[src/rtl/rpn_pkg.sv]
// Package for the reverse Polish calculator: opcodes, payload structs,
// and the controller/datapath command and status types. No dependencies.
`timescale 1ns / 1ps
package rpn_pkg;

    localparam int unsigned DefStackDepth = 64;
    localparam int unsigned DivSteps      = 48;

    typedef enum logic [2:0] {
        OP_PUSH  = 3'd0,
        OP_ADD   = 3'd1,
        OP_SUB   = 3'd2,
        OP_MUL   = 3'd3,
        OP_DIV   = 3'd4,
        OP_MOD   = 3'd5,
        OP_PRINT = 3'd6,
        OP_NONE  = 3'd7
    } opcode_t;

    typedef struct packed {
        logic [2:0]         opcode;
        logic signed [31:0] operand_value;
    } in_item_t;

    typedef struct packed {
        logic               printed;
        logic signed [31:0] value;
        logic               underflow;
        logic               overflow;
        logic               zero_divisor;
    } out_item_t;

    // Commands from the controller to the datapath.
    typedef struct packed {
        logic load;      // capture the input transaction
        logic pop_b;     // pop into the right operand
        logic pop_a;     // pop into the left operand
        logic mul;       // register the product
        logic div_start; // start the divider
        logic push_res;  // push the computed result
        logic push_in;   // push the input operand
        logic emit;      // latch the zero-divisor flag
    } cmd_t;

    typedef struct packed {
        logic div_done;
        logic zdiv;      // right operand is a zero divisor for the opcode
    } sts_t;

    function automatic logic signed [31:0] sat32(input logic signed [65:0] v);
        logic signed [31:0] r;
        if (v > 66'sh0_7FFF_FFFF)       r = 32'sh7FFF_FFFF;
        else if (v < -66'sh0_8000_0000) r = 32'sh8000_0000;
        else                            r = v[31:0];
        return r;
    endfunction

endpackage

[src/rtl/rpn_controller.sv]
// Sequencing state machine of the calculator: handshakes and datapath
// commands. Depends on rpn_pkg.
`timescale 1ns / 1ps
module rpn_controller (
    input  logic          aclk,
    input  logic          aresetn,
    input  logic          s_valid,
    output logic          s_ready,
    output logic          m_valid,
    input  logic          m_ready,
    input  logic [2:0]    op,
    input  rpn_pkg::sts_t sts,
    output rpn_pkg::cmd_t cmd
);
    typedef enum logic [8:0] {
        ST_IDLE  = 9'b000000001,
        ST_POPB  = 9'b000000010,
        ST_CHKZ  = 9'b000000100,
        ST_POPA  = 9'b000001000,
        ST_MUL   = 9'b000010000,
        ST_DIV   = 9'b000100000,
        ST_PUSH  = 9'b001000000,
        ST_FLAG  = 9'b010000000,
        ST_OUT   = 9'b100000000
    } state_t;

    state_t state_reg, state_next;
    logic   out_valid_reg, out_valid_next;

    // A new transaction is taken in idle even while the previous result waits
    // in the output register; the output step holds until the slot frees.
    assign s_ready = (state_reg == ST_IDLE);
    assign m_valid = out_valid_reg;

    always_comb begin
        state_next     = state_reg;
        out_valid_next = out_valid_reg;
        cmd            = '0;
        if (out_valid_reg && m_ready) out_valid_next = 1'b0;
        unique case (state_reg)
            ST_IDLE: begin
                if (s_valid && s_ready) begin
                    cmd.load   = 1'b1;
                    state_next = ST_POPB;
                end
            end
            ST_POPB: begin
                if (op == rpn_pkg::OP_PUSH) begin
                    cmd.push_in = 1'b1;
                    state_next  = ST_OUT;
                end else if (op == rpn_pkg::OP_NONE) begin
                    state_next = ST_OUT;
                end else begin
                    cmd.pop_b  = 1'b1;
                    state_next = (op == rpn_pkg::OP_PRINT) ? ST_OUT : ST_CHKZ;
                end
            end
            ST_CHKZ: begin
                if (sts.zdiv) begin
                    cmd.emit   = 1'b1;
                    state_next = ST_OUT;
                end else begin
                    state_next = ST_POPA;
                end
            end
            ST_POPA: begin
                cmd.pop_a = 1'b1;
                state_next = (op == rpn_pkg::OP_MUL) ? ST_MUL
                           : (op == rpn_pkg::OP_DIV || op == rpn_pkg::OP_MOD) ? ST_FLAG
                           : ST_PUSH;
            end
            ST_FLAG: begin
                cmd.div_start = 1'b1;
                state_next    = ST_DIV;
            end
            ST_MUL: begin
                cmd.mul    = 1'b1;
                state_next = ST_PUSH;
            end
            ST_DIV: begin
                if (sts.div_done) state_next = ST_PUSH;
            end
            ST_PUSH: begin
                cmd.push_res = 1'b1;
                state_next   = ST_OUT;
            end
            ST_OUT: begin
                if (!out_valid_reg || m_ready) begin
                    out_valid_next = 1'b1;
                    state_next     = ST_IDLE;
                end
            end
            default: state_next = ST_IDLE;
        endcase
    end

    always_ff @(posedge aclk) begin
        if (!aresetn) begin
            state_reg     <= ST_IDLE;
            out_valid_reg <= 1'b0;
        end else begin
            state_reg     <= state_next;
            out_valid_reg <= out_valid_next;
        end
    end
endmodule

[config.mk]
export PLATFORM = sky130hd
export DESIGN_NAME = rpn_controller
export DESIGN_NICKNAME = d
export VERILOG_FILES = /design/src/rtl/rpn_pkg.sv /design/src/rtl/rpn_controller.sv
export SDC_FILE = /design/constraint.sdc
export NUM_CORES = 1
export LEC_CHECK = 0
export BUFFER_PORTS_ARGS = -buffer_cell sky130_fd_sc_hd__buf_2
export CAP_MARGIN = 20
export CORE_MARGIN = 5
export CORE_UTILIZATION = 45
export CTS_CLUSTER_DIAMETER = 120
export CTS_CLUSTER_SIZE = 40
export DETAILED_ROUTE_END_ITERATION = 8
export GPL_TIMING_DRIVEN = 1
export PLACE_DENSITY = 0.7
export SYNTH_ARGS = -nofsm -noshare
export SYNTH_HDL_FRONTEND = slang
export SYNTH_SLANG_ARGS = --single-unit
export TNS_END_PERCENT = 100
[constraint.sdc]
create_clock -name aclk -period 1.46 [get_ports aclk]
set_input_delay 0 -clock aclk [delete_from_list [all_inputs] [get_ports aclk]]
set_output_delay 0 -clock aclk [all_outputs]
set_load 0.01 [all_outputs]
==> impl_metrics.tcl, run 1 <==
set metrics [dict create \
    drtPass1Iterations 4 \
    wl_met3_um 149 \
    final_util 0.683 \
    routed-wl-met2_um 971 \
    grt_pass1_vias 674 \
    gp_congestion 0.823 \
    switching_share 0.282 \
    worstHoldStart "s_valid" \
    core_area_sq_um 1490 \
    leakage_uw 0.000456 \
    cts_sinks 10 \
    worst_slew_pin_slew_ns 0.411 \
    drv_cap 0 \
    synth_common_cells "dfxtp_1 (10), nor2_1 (7), nor2b_1 (5)" \
    min_period_ns 1.66 \
    yosys.cell_count.top_type "dfxtp_1" \
    nets 126 \
    initialDrtViolationCount 26 \
    setup_tns_ns -0.530 \
    cp_max_fo 3 \
    timing.final.crit_share 1.14 \
    die_width_um 49.5 \
    async_flop_share 0 \
    crit_start "state_reg[6]" \
    synth_ff_type "dfxtp_1" \
    start_util 0.471 \
    dieHeight_um 49.5 \
    grt_pass1_wl_mm 3.20 \
    synth_area_leaders "dfxtp_1 (29%), nor4b_1 (5.0%), nor2b_1 (4.5%)" \
    grt_max_degree 9 \
    synth-edff-count 0 \
    violations "negative setup slack" \
    cts_max_level 1 \
    floorplan.rows 14 \
    p_comb_frac 0.240 \
    wl_mm 1.99 \
    drtAntennaViolNets 0 \
    max-slew-margin-rel 0.722 \
    power.density_nw_per_um2 719 \
    io_buffers 18 \
    clockBufferDepth 2 \
    vias 779 \
    n_antenna_cell 0 \
    final_cell_area_sq_um 1020 \
    yosys_register_bits 10 \
    worst_slack_ns -0.204 \
    cts_tree "done" \
    drive_above_1_share 0.491 \
    p_clk_frac 0.354 \
    yosysTopAreaCellShare 0.286 \
    placed_area_sq_um 847 \
    worst-endpoint-arrival_ns 1.66 \
    yosys_warnings 0 \
    synthesis.nets 89 \
    ir_drop_uv 527 \
    critPathKind "reg2out" \
    crit_path_end_kind "output port" \
    internal_power_uw 525 \
    drc 0 \
    cp.required_ns 1.46 \
    met1_length_um 847 \
    maxSlewViolCount 0 \
    finalHoldViolations 0 \
    antenna_found_initial 0 \
    layout-area-overhead-vs-synth_pct 45.2 \
    grt_setup_unrepaired "true" \
    synthCells 80 \
    start_kind "flop" \
    setup_viol 7 \
    clk_pin_slew_worst_paths_ns 0.07 \
    power.switching_uw 207 \
    cts_buffers 3 \
    seq_area_frac_synth 0.286 \
    final.setup_skew_ns 0.00569 \
    pwr-share-seq 0.406 \
    avgSynthCellArea_sq_um 8.76 \
    cts_root_buf "clkbuf_4" \
    yosys.area.top_type "dfxtp_1" \
    largest_reg_flops 9 \
    routed.top_layer "met4" \
    status "finished with violations" \
    ys_types 38 \
    fmax_mhz 601 \
    dp_hpwl_mm 1.36 \
    avgRoutedWirePerCell_um 15.1 \
    min_path_type "in2reg" \
    grt.overflow.total 0 \
    via_per_inst 5.90 \
    rr_startpoint "state_reg[6]" \
    clkLatencyLatePin_ns 0.27 \
    dieArea_sq_um 2450 \
    syn_area_sq_um 701 \
    grt_usage 0.167 \
    ios 19 \
]
[critical path: stages (launching register included)]
cell and delay (ns):
dfxtp_2 0.34, or4_4 0.55, nor4_4 0.16, nor3b_2 0.19
buf_2 0.15
[cells in the final DEF, fill, tap and decap left out, drive strengths merged, types with 2 or more instances in the layout]
cell type	netlist	routed
nor2b	5	5
nor3	4	4
xor2	2	2
a21oi	2	2
o21a	2	2
dfxtp	10	10
inv	2	2
nand2b	3	3
and3	4	4
nand4	3	3
buf	3	33
nor4b	4	4
nor3b	4	4
clkbuf	0	4
and4	2	2
nand2	3	3
nor2	7	7
nand3	2	2
dlygate4sd3	0	2
nor4	4	4
[worst paths after layout]
check | endpoint | slack (ns) | cells past startpoint
setup / recovery | cmd[4] | -0.20 | 4
hold / removal | state_reg[1] | 0.006 | 2
setup reg to reg | state_reg[6] | -0.03 | 6
hold reg to reg | m_valid | 0.51 | 2
[power by group through the flow]
| stage | clock, uW | combinational [uW] | sequential, uW |
|---|---|---|---|
| after CTS | 265 | 161 | 299 |
| after floorplan | 0 | 109 | 289 |
| after global routing | 287 | 193 | 298 |
| final | 259 | 176 | 297 |
| after global placement | 0 | 148 | 303 |
| after detailed placement | 0 | 151 | 303 |
[through the flow]
step	setup WS (ns)	hold slack [ns]	instances	total power [uW]
2_1_floorplan	0.0710	0.0767	80	398
3_5_place_dp	0.0516	0.198	119	454
4_1_cts	-0.217	0.00503	128	725
5_1_grt	-0.333	0.00543	132	778
3_3_place_gp	0.0490	0.191	119	451
6_report	-0.204	0.00649	132	731
[per-layer routing]
layer | track usage | vias to the layer above
li1 | - | 380
met1 | 0.211 | 368
met2 | 0.264 | 27
met3 | 0.0663 | 4
met4 | 0.0393 | 0
met5 | 0 | -
[repair_timing]
action | CTS | global route
setup endpoints to repair | 7 | 14
hold endpoints to repair | 2 | 0
hold buffers | 2 | 0
buffers inserted | 3 | 4
gates resized for setup | 8 | 12
pin swaps | 3 | 7
[cell type report]
type	count	area, sq um
multi-input combinational	65	504
sequential	10	215
fill	127	472
clock buffer	4	36.3
timing repair buffer	35	234
tap	16	20.0
inverter	2	7.51
[kinds of logic after synthesis]
logic type	count (synthesis)	share of synthesized area
AOI/OAI and AO/OA	13	0.136
buffers and inverters	5	0.0446
DFF	10	0.286
and+or+nand+nor	50	0.509
xor gates and xnor gates	2	0.0250
No activity file was read; power rests on OpenSTA's default activity.
==> run 2, diff against run 1 <==
Settings changed: CAP_MARGIN 20 to 10, GPL_TIMING_DRIVEN 1 to 0, PLACE_DENSITY 0.7 to 0.83.
==> impl_metrics.tcl, run 2 (synthesis gave the netlist of run 1 again) <==
set metrics [dict create \
    critPathKind "reg2out" \
    dieHeight_um 49.5 \
    grt_max_degree 10 \
    die_width_um 49.5 \
    drive_above_1_share 0.541 \
    grt_pass1_wl_mm 3.41 \
    cp.required_ns 1.46 \
    initialDrtViolationCount 29 \
    drc 0 \
    rr_startpoint "state_reg[6]" \
    pre_cts_ws_ns -0.0497 \
    grt_setup_unrepaired "true" \
    min_period_ns 1.68 \
    clkLatencyLatePin_ns 0.27 \
    vias 784 \
    cts_root_buf "clkbuf_4" \
    avgRoutedWirePerCell_um 17.7 \
    grt.overflow.total 0 \
    maxSlewViolCount 0 \
    cp_max_fo 2 \
    dieArea_sq_um 2450 \
    final_util 0.684 \
    grt_pass1_vias 736 \
    ir_drop_uv 454 \
    floorplan.rows 14 \
    cts_buffers 3 \
    antenna_found_initial 0 \
    layout_commonest_cell "buf_2" \
    violations "negative setup slack" \
    drtAntennaViolNets 0 \
    dp_hpwl_mm 1.32 \
    status "finished with violations" \
    worst-endpoint-arrival_ns 1.68 \
    fmax_mhz 595 \
    r2r-end "state_reg[6]" \
    largest_reg_flops 9 \
    timing.final.crit_share 1.15 \
    gp_congestion 0.794 \
    nets 120 \
    wl_mm 2.21 \
    start_kind "flop" \
    cts_sinks 10 \
    ios 19 \
    ff2ff_path_depth 5 \
    n_antenna_cell 0 \
    layout_common_cells "buf_2 (17), buf_4 (8), dfxtp_2 (6)" \
    rrSetupSlack_ns -0.07 \
    core_area_sq_um 1490 \
    final.setup_skew_ns 0.00737 \
    setup_viol 10 \
    clockBufferDepth 2 \
    via_per_inst 6.27 \
    crit_path_end_kind "output port" \
    min_path_type "in2reg" \
    finalHoldViolations 0 \
    cts_max_level 1 \
    worst_slew_pin_slew_ns 0.378 \
    drv_cap 0 \
    fillers 119 \
    drtPass1Iterations 4 \
    grt_usage 0.176 \
    crit_start "state_reg[1]" \
    io_buffers 18 \
    worst_slack_ns -0.220 \
    timing.hold.ws_ns 0.00330 \
    power.density_nw_per_um2 658 \
    leakage_uw 0.000410 \
    layout-area-overhead-vs-synth_pct 45.4 \
    clk_pin_slew_worst_paths_ns 0.07 \
    power.total_uw 671 \
    endpoint "cmd[4]" \
    max-slew-margin-rel 0.746 \
    cts_tree "done" \
    start_util 0.471 \
    worstHoldStart "s_valid" \
]
[run 2: final cells by class]
cell class              instances  area [sq um]  area share
multi-input cells              65           561       0.550
flip-flops and latches         10           219       0.215
repair buffers                 28           178       0.174
clock buffers                   3          22.5      0.0221
well taps                      16          20.0      0.0197
plain buffers                   1          11.3      0.0111
inverters                       2          7.51     0.00737
[run 2: worst max-delay path: stages, from the launching register on]
cell and delay (ns):
dfxtp_4 0.35, or4_4 0.56, nor4_4 0.17, nor3b_2 0.19, buf_2 0.14
[run 2: routing by layer]
layer,vias up,GRT usage,share of wire
li1,370,-,-
met1,375,0.214,0.42
met2,34,0.300,0.49
met3,5,0.0422,0.074
met4,0,0.0611,0.016
met5,-,0,0
[run 2: worst min-delay path by stage]
stage,to,slack [ns],cells after the start
after floorplan,state_reg[3],0.08,1
after global placement,state_reg[3],0.19,2
after detailed placement,state_reg[3],0.20,2
after CTS,state_reg[1],0.006,2
after global routing,state_reg[1],0.008,2
final,state_reg[1],0.003,2
[run 2: per-stage QoR]
| step | TNS (ns) | cell area, sq um | std cells |
|---|---|---|---|
| 3_3_place_gp | -0.279 | 811 | 114 |
| 4_1_cts | -1.21 | 910 | 122 |
| 2_1_floorplan | 0 | 701 | 80 |
| 5_1_grt | -1.98 | 1020 | 125 |
| 3_5_place_dp | -0.155 | 811 | 114 |
| 6_report | -0.708 | 1020 | 125 |
[run 2: power breakdown]
group / internal (uW) / total, uW / switching (uW)
clock: 95.5 / 196 / 101
combinational: 86.0 / 175 / 88.8
sequential: 278 / 299 / 21.4
[run 2: repair_timing]
item	CTS	global route
cloned	0	0
buffers inserted	6	3
hold buffers	1	0
pin swaps	4	8
endpoints found under the hold margin	1	0
setup endpoints to repair	14	17
resized for setup	10	22
==> run 3, diff against run 2 <==
Settings changed: ABC_AREA set to 1, CORE_UTILIZATION 45 to 43, PLACE_DENSITY 0.83 to 0.81, SETUP_SLACK_MARGIN set to 0.4.
==> impl_metrics.tcl, run 3 <==
set metrics [dict create \
    status "completed" \
    layout_commonest_cell "inv_1" \
    synth_common_cells "nor2_1 (26), nand2_1 (22), inv_1 (21)" \
    ir_drop_uv 726 \
    rrSetupSlack_ns 0.12 \
    synthesis.nets 118 \
    crit_path_end_kind "flop" \
    die_width_um 48.3 \
    leakage_uw 0.000490 \
    vias 789 \
    r2r-end "state_reg[0]" \
    antenna_found_initial 0 \
    dp_hpwl_mm 1.15 \
    cts_tree "done" \
    io_buffers 18 \
    dieHeight_um 48.3 \
    min_to "state_reg[7]" \
    dieArea_sq_um 2340 \
    cp_max_fo 5 \
    clkLatencyLatePin_ns 0.27 \
    core_area_sq_um 1350 \
    ys_types 18 \
    maxSlewViolCount 0 \
    async_flop_share 0 \
    synth_ff_type "dfxtp_1" \
    grt_usage 0.152 \
    gp_congestion 0.810 \
    n_antenna_cell 0 \
    seq_area_frac_synth 0.317 \
    min_path_type "in2reg" \
    drtAntennaViolNets 0 \
    setup_viol 0 \
    hold_depth 4 \
    layout-area-overhead-vs-synth_pct 52.5 \
    pre_cts_ws_ns 0.195 \
    synth_area_leaders "dfxtp_1 (32%), nor2_1 (15%), nand2_1 (13%)" \
    start_util 0.468 \
    ios 19 \
    final.setup_skew_ns 0.000399 \
    drtPass1Iterations 4 \
    ff2ff_path_depth 9 \
    layout_common_cells "inv_1 (18), nand2_1 (17), buf_2 (17)" \
    drv_cap 0 \
    grt_pass1_wl_mm 2.79 \
    initialDrtViolationCount 36 \
    min_period_ns 1.34 \
    clockBufferDepth 2 \
    yosys_warnings 0 \
    cts_root_buf "clkbuf_4" \
    synth-edff-count 0 \
    power.density_nw_per_um2 1230 \
    worst-endpoint-arrival_ns 1.50 \
    worst_slew_pin_slew_ns 0.308 \
    worstHoldStart "op[1]" \
    cts_buffers 3 \
    floorplan.rows 13 \
    avgSynthCellArea_sq_um 5.80 \
    fmax_mhz 747 \
    synthCells 109 \
    grt_setup_unrepaired "true" \
    grt.overflow.total 0 \
    yosys.area.top_type "dfxtp_1" \
    rr_startpoint "state_reg[3]" \
    via_per_inst 5.16 \
    cts_max_level 1 \
    yosysTopAreaCellShare 0.317 \
    cp.required_ns 1.63 \
    cts_sinks 10 \
    drive_above_1_share 0.457 \
    largest_reg_flops 9 \
    finalHoldViolations 0 \
    nets 149 \
    clk_pin_slew_worst_paths_ns 0.06 \
    syn_area_sq_um 632 \
    wl_mm 1.89 \
    grt_max_degree 9 \
    start_kind "flop" \
    yosys.cell_count.top_type "nor2_1" \
    drc 0 \
    timing.final.crit_share 0.917 \
    timing.hold.ws_ns 0.0282 \
    critPathKind "reg2reg" \
    max-slew-margin-rel 0.795 \
    avgRoutedWirePerCell_um 12.4 \
    yosys_register_bits 10 \
    grt_pass1_vias 687 \
    worst_slack_ns 0.122 \
]
run 3: changes by cell type in the layout (fill, tap and decap cells not counted), sizes merged, moves of 3 or more:
| cell | delta |
|---|---|
| nor3b | -4 |
| nor4b | -4 |
| nand2b | -3 |
| nor2 | +21 |
| and3 | -4 |
| nor2b | -5 |
| nor4 | -4 |
| o21ai | +3 |
| nand2 | +21 |
| nand3 | +7 |
| inv | +19 |
| buf | -5 |
run 3: final cells by class:
type / instances / area [sq um]
Timing Repair Buffer: 26 / 168
Inverter: 21 / 81.3
Clock buffer: 3 / 22.5
Sequential cell: 10 / 216
Multi-Input combinational cell: 78 / 457
Fill cell: 110 / 387
Tap cell: 15 / 18.8
run 3: cell families (layout without fill, tap and decap cells):
family,Yosys count,count (layout),share of synthesized area
DFF,10,10,0.317
and+or+nand+nor,70,70,0.493
buffers and inverters,21,50,0.125
AOI/OAI and AO/OA,8,8,0.0653
run 3: metrics by stage:
stage,instance area (sq um),TNS [ns],cells,utilization,power [uW]
floorplan,654,0,109,-,703
global placement,763,0,142,0.565,807
detailed placement,763,0,142,0.565,817
CTS,885,0,152,0.655,1080
global route,963,-0.0175,153,0.714,1280
finish,963,0,153,0.714,1180
run 3: repair_timing:
item                                    CTS  global route
setup buffers                             4             1
endpoints found under the setup margin   15            18
pin swaps                                 5             5
hold buffers                              3             0
hold endpoints to repair                  4             0
gates resized for setup                  13            23
run 3: worst max path at each step:
stage / slack (ns) / startpoint / cells past startpoint / to
2_1_floorplan: 0.35 / state_reg[7] / 8 / state_reg[0]
3_3_place_gp: 0.22 / state_reg[7] / 8 / state_reg[0]
3_5_place_dp: 0.19 / state_reg[7] / 7 / state_reg[6]
4_1_cts: 0.19 / state_reg[4] / 6 / cmd[1]
5_1_grt: -0.02 / state_reg[1] / 8 / state_reg[6]
6_report: 0.12 / state_reg[3] / 9 / state_reg[0]
run 3: worst max-delay path, cell delays in order (launching register included):
cell	delay (ns)
dfxtp_4	0.35
nor2_4	0.12
nand3b_1	0.13
buf_6	0.17
nor2_4	0.08
nand2_2	0.09
nand3_4	0.12
nand2_1	0.07
nand2_1	0.06
nand2_1	0.04
run 3: routing by layer:
layer	track usage	wire length, um	up-vias
met5	0	0	-
met4	0.111	48	0
met3	0.0398	130	5
met2	0.239	917	35
met1	0.173	794	352
li1	-	-	397
run 3: where the power goes:
group          switching (uW)  internal, uW  total [uW]
combinational             406           230         637
sequential               41.3           315         356
clock                    96.1          95.5         192
total                     544           641        1180
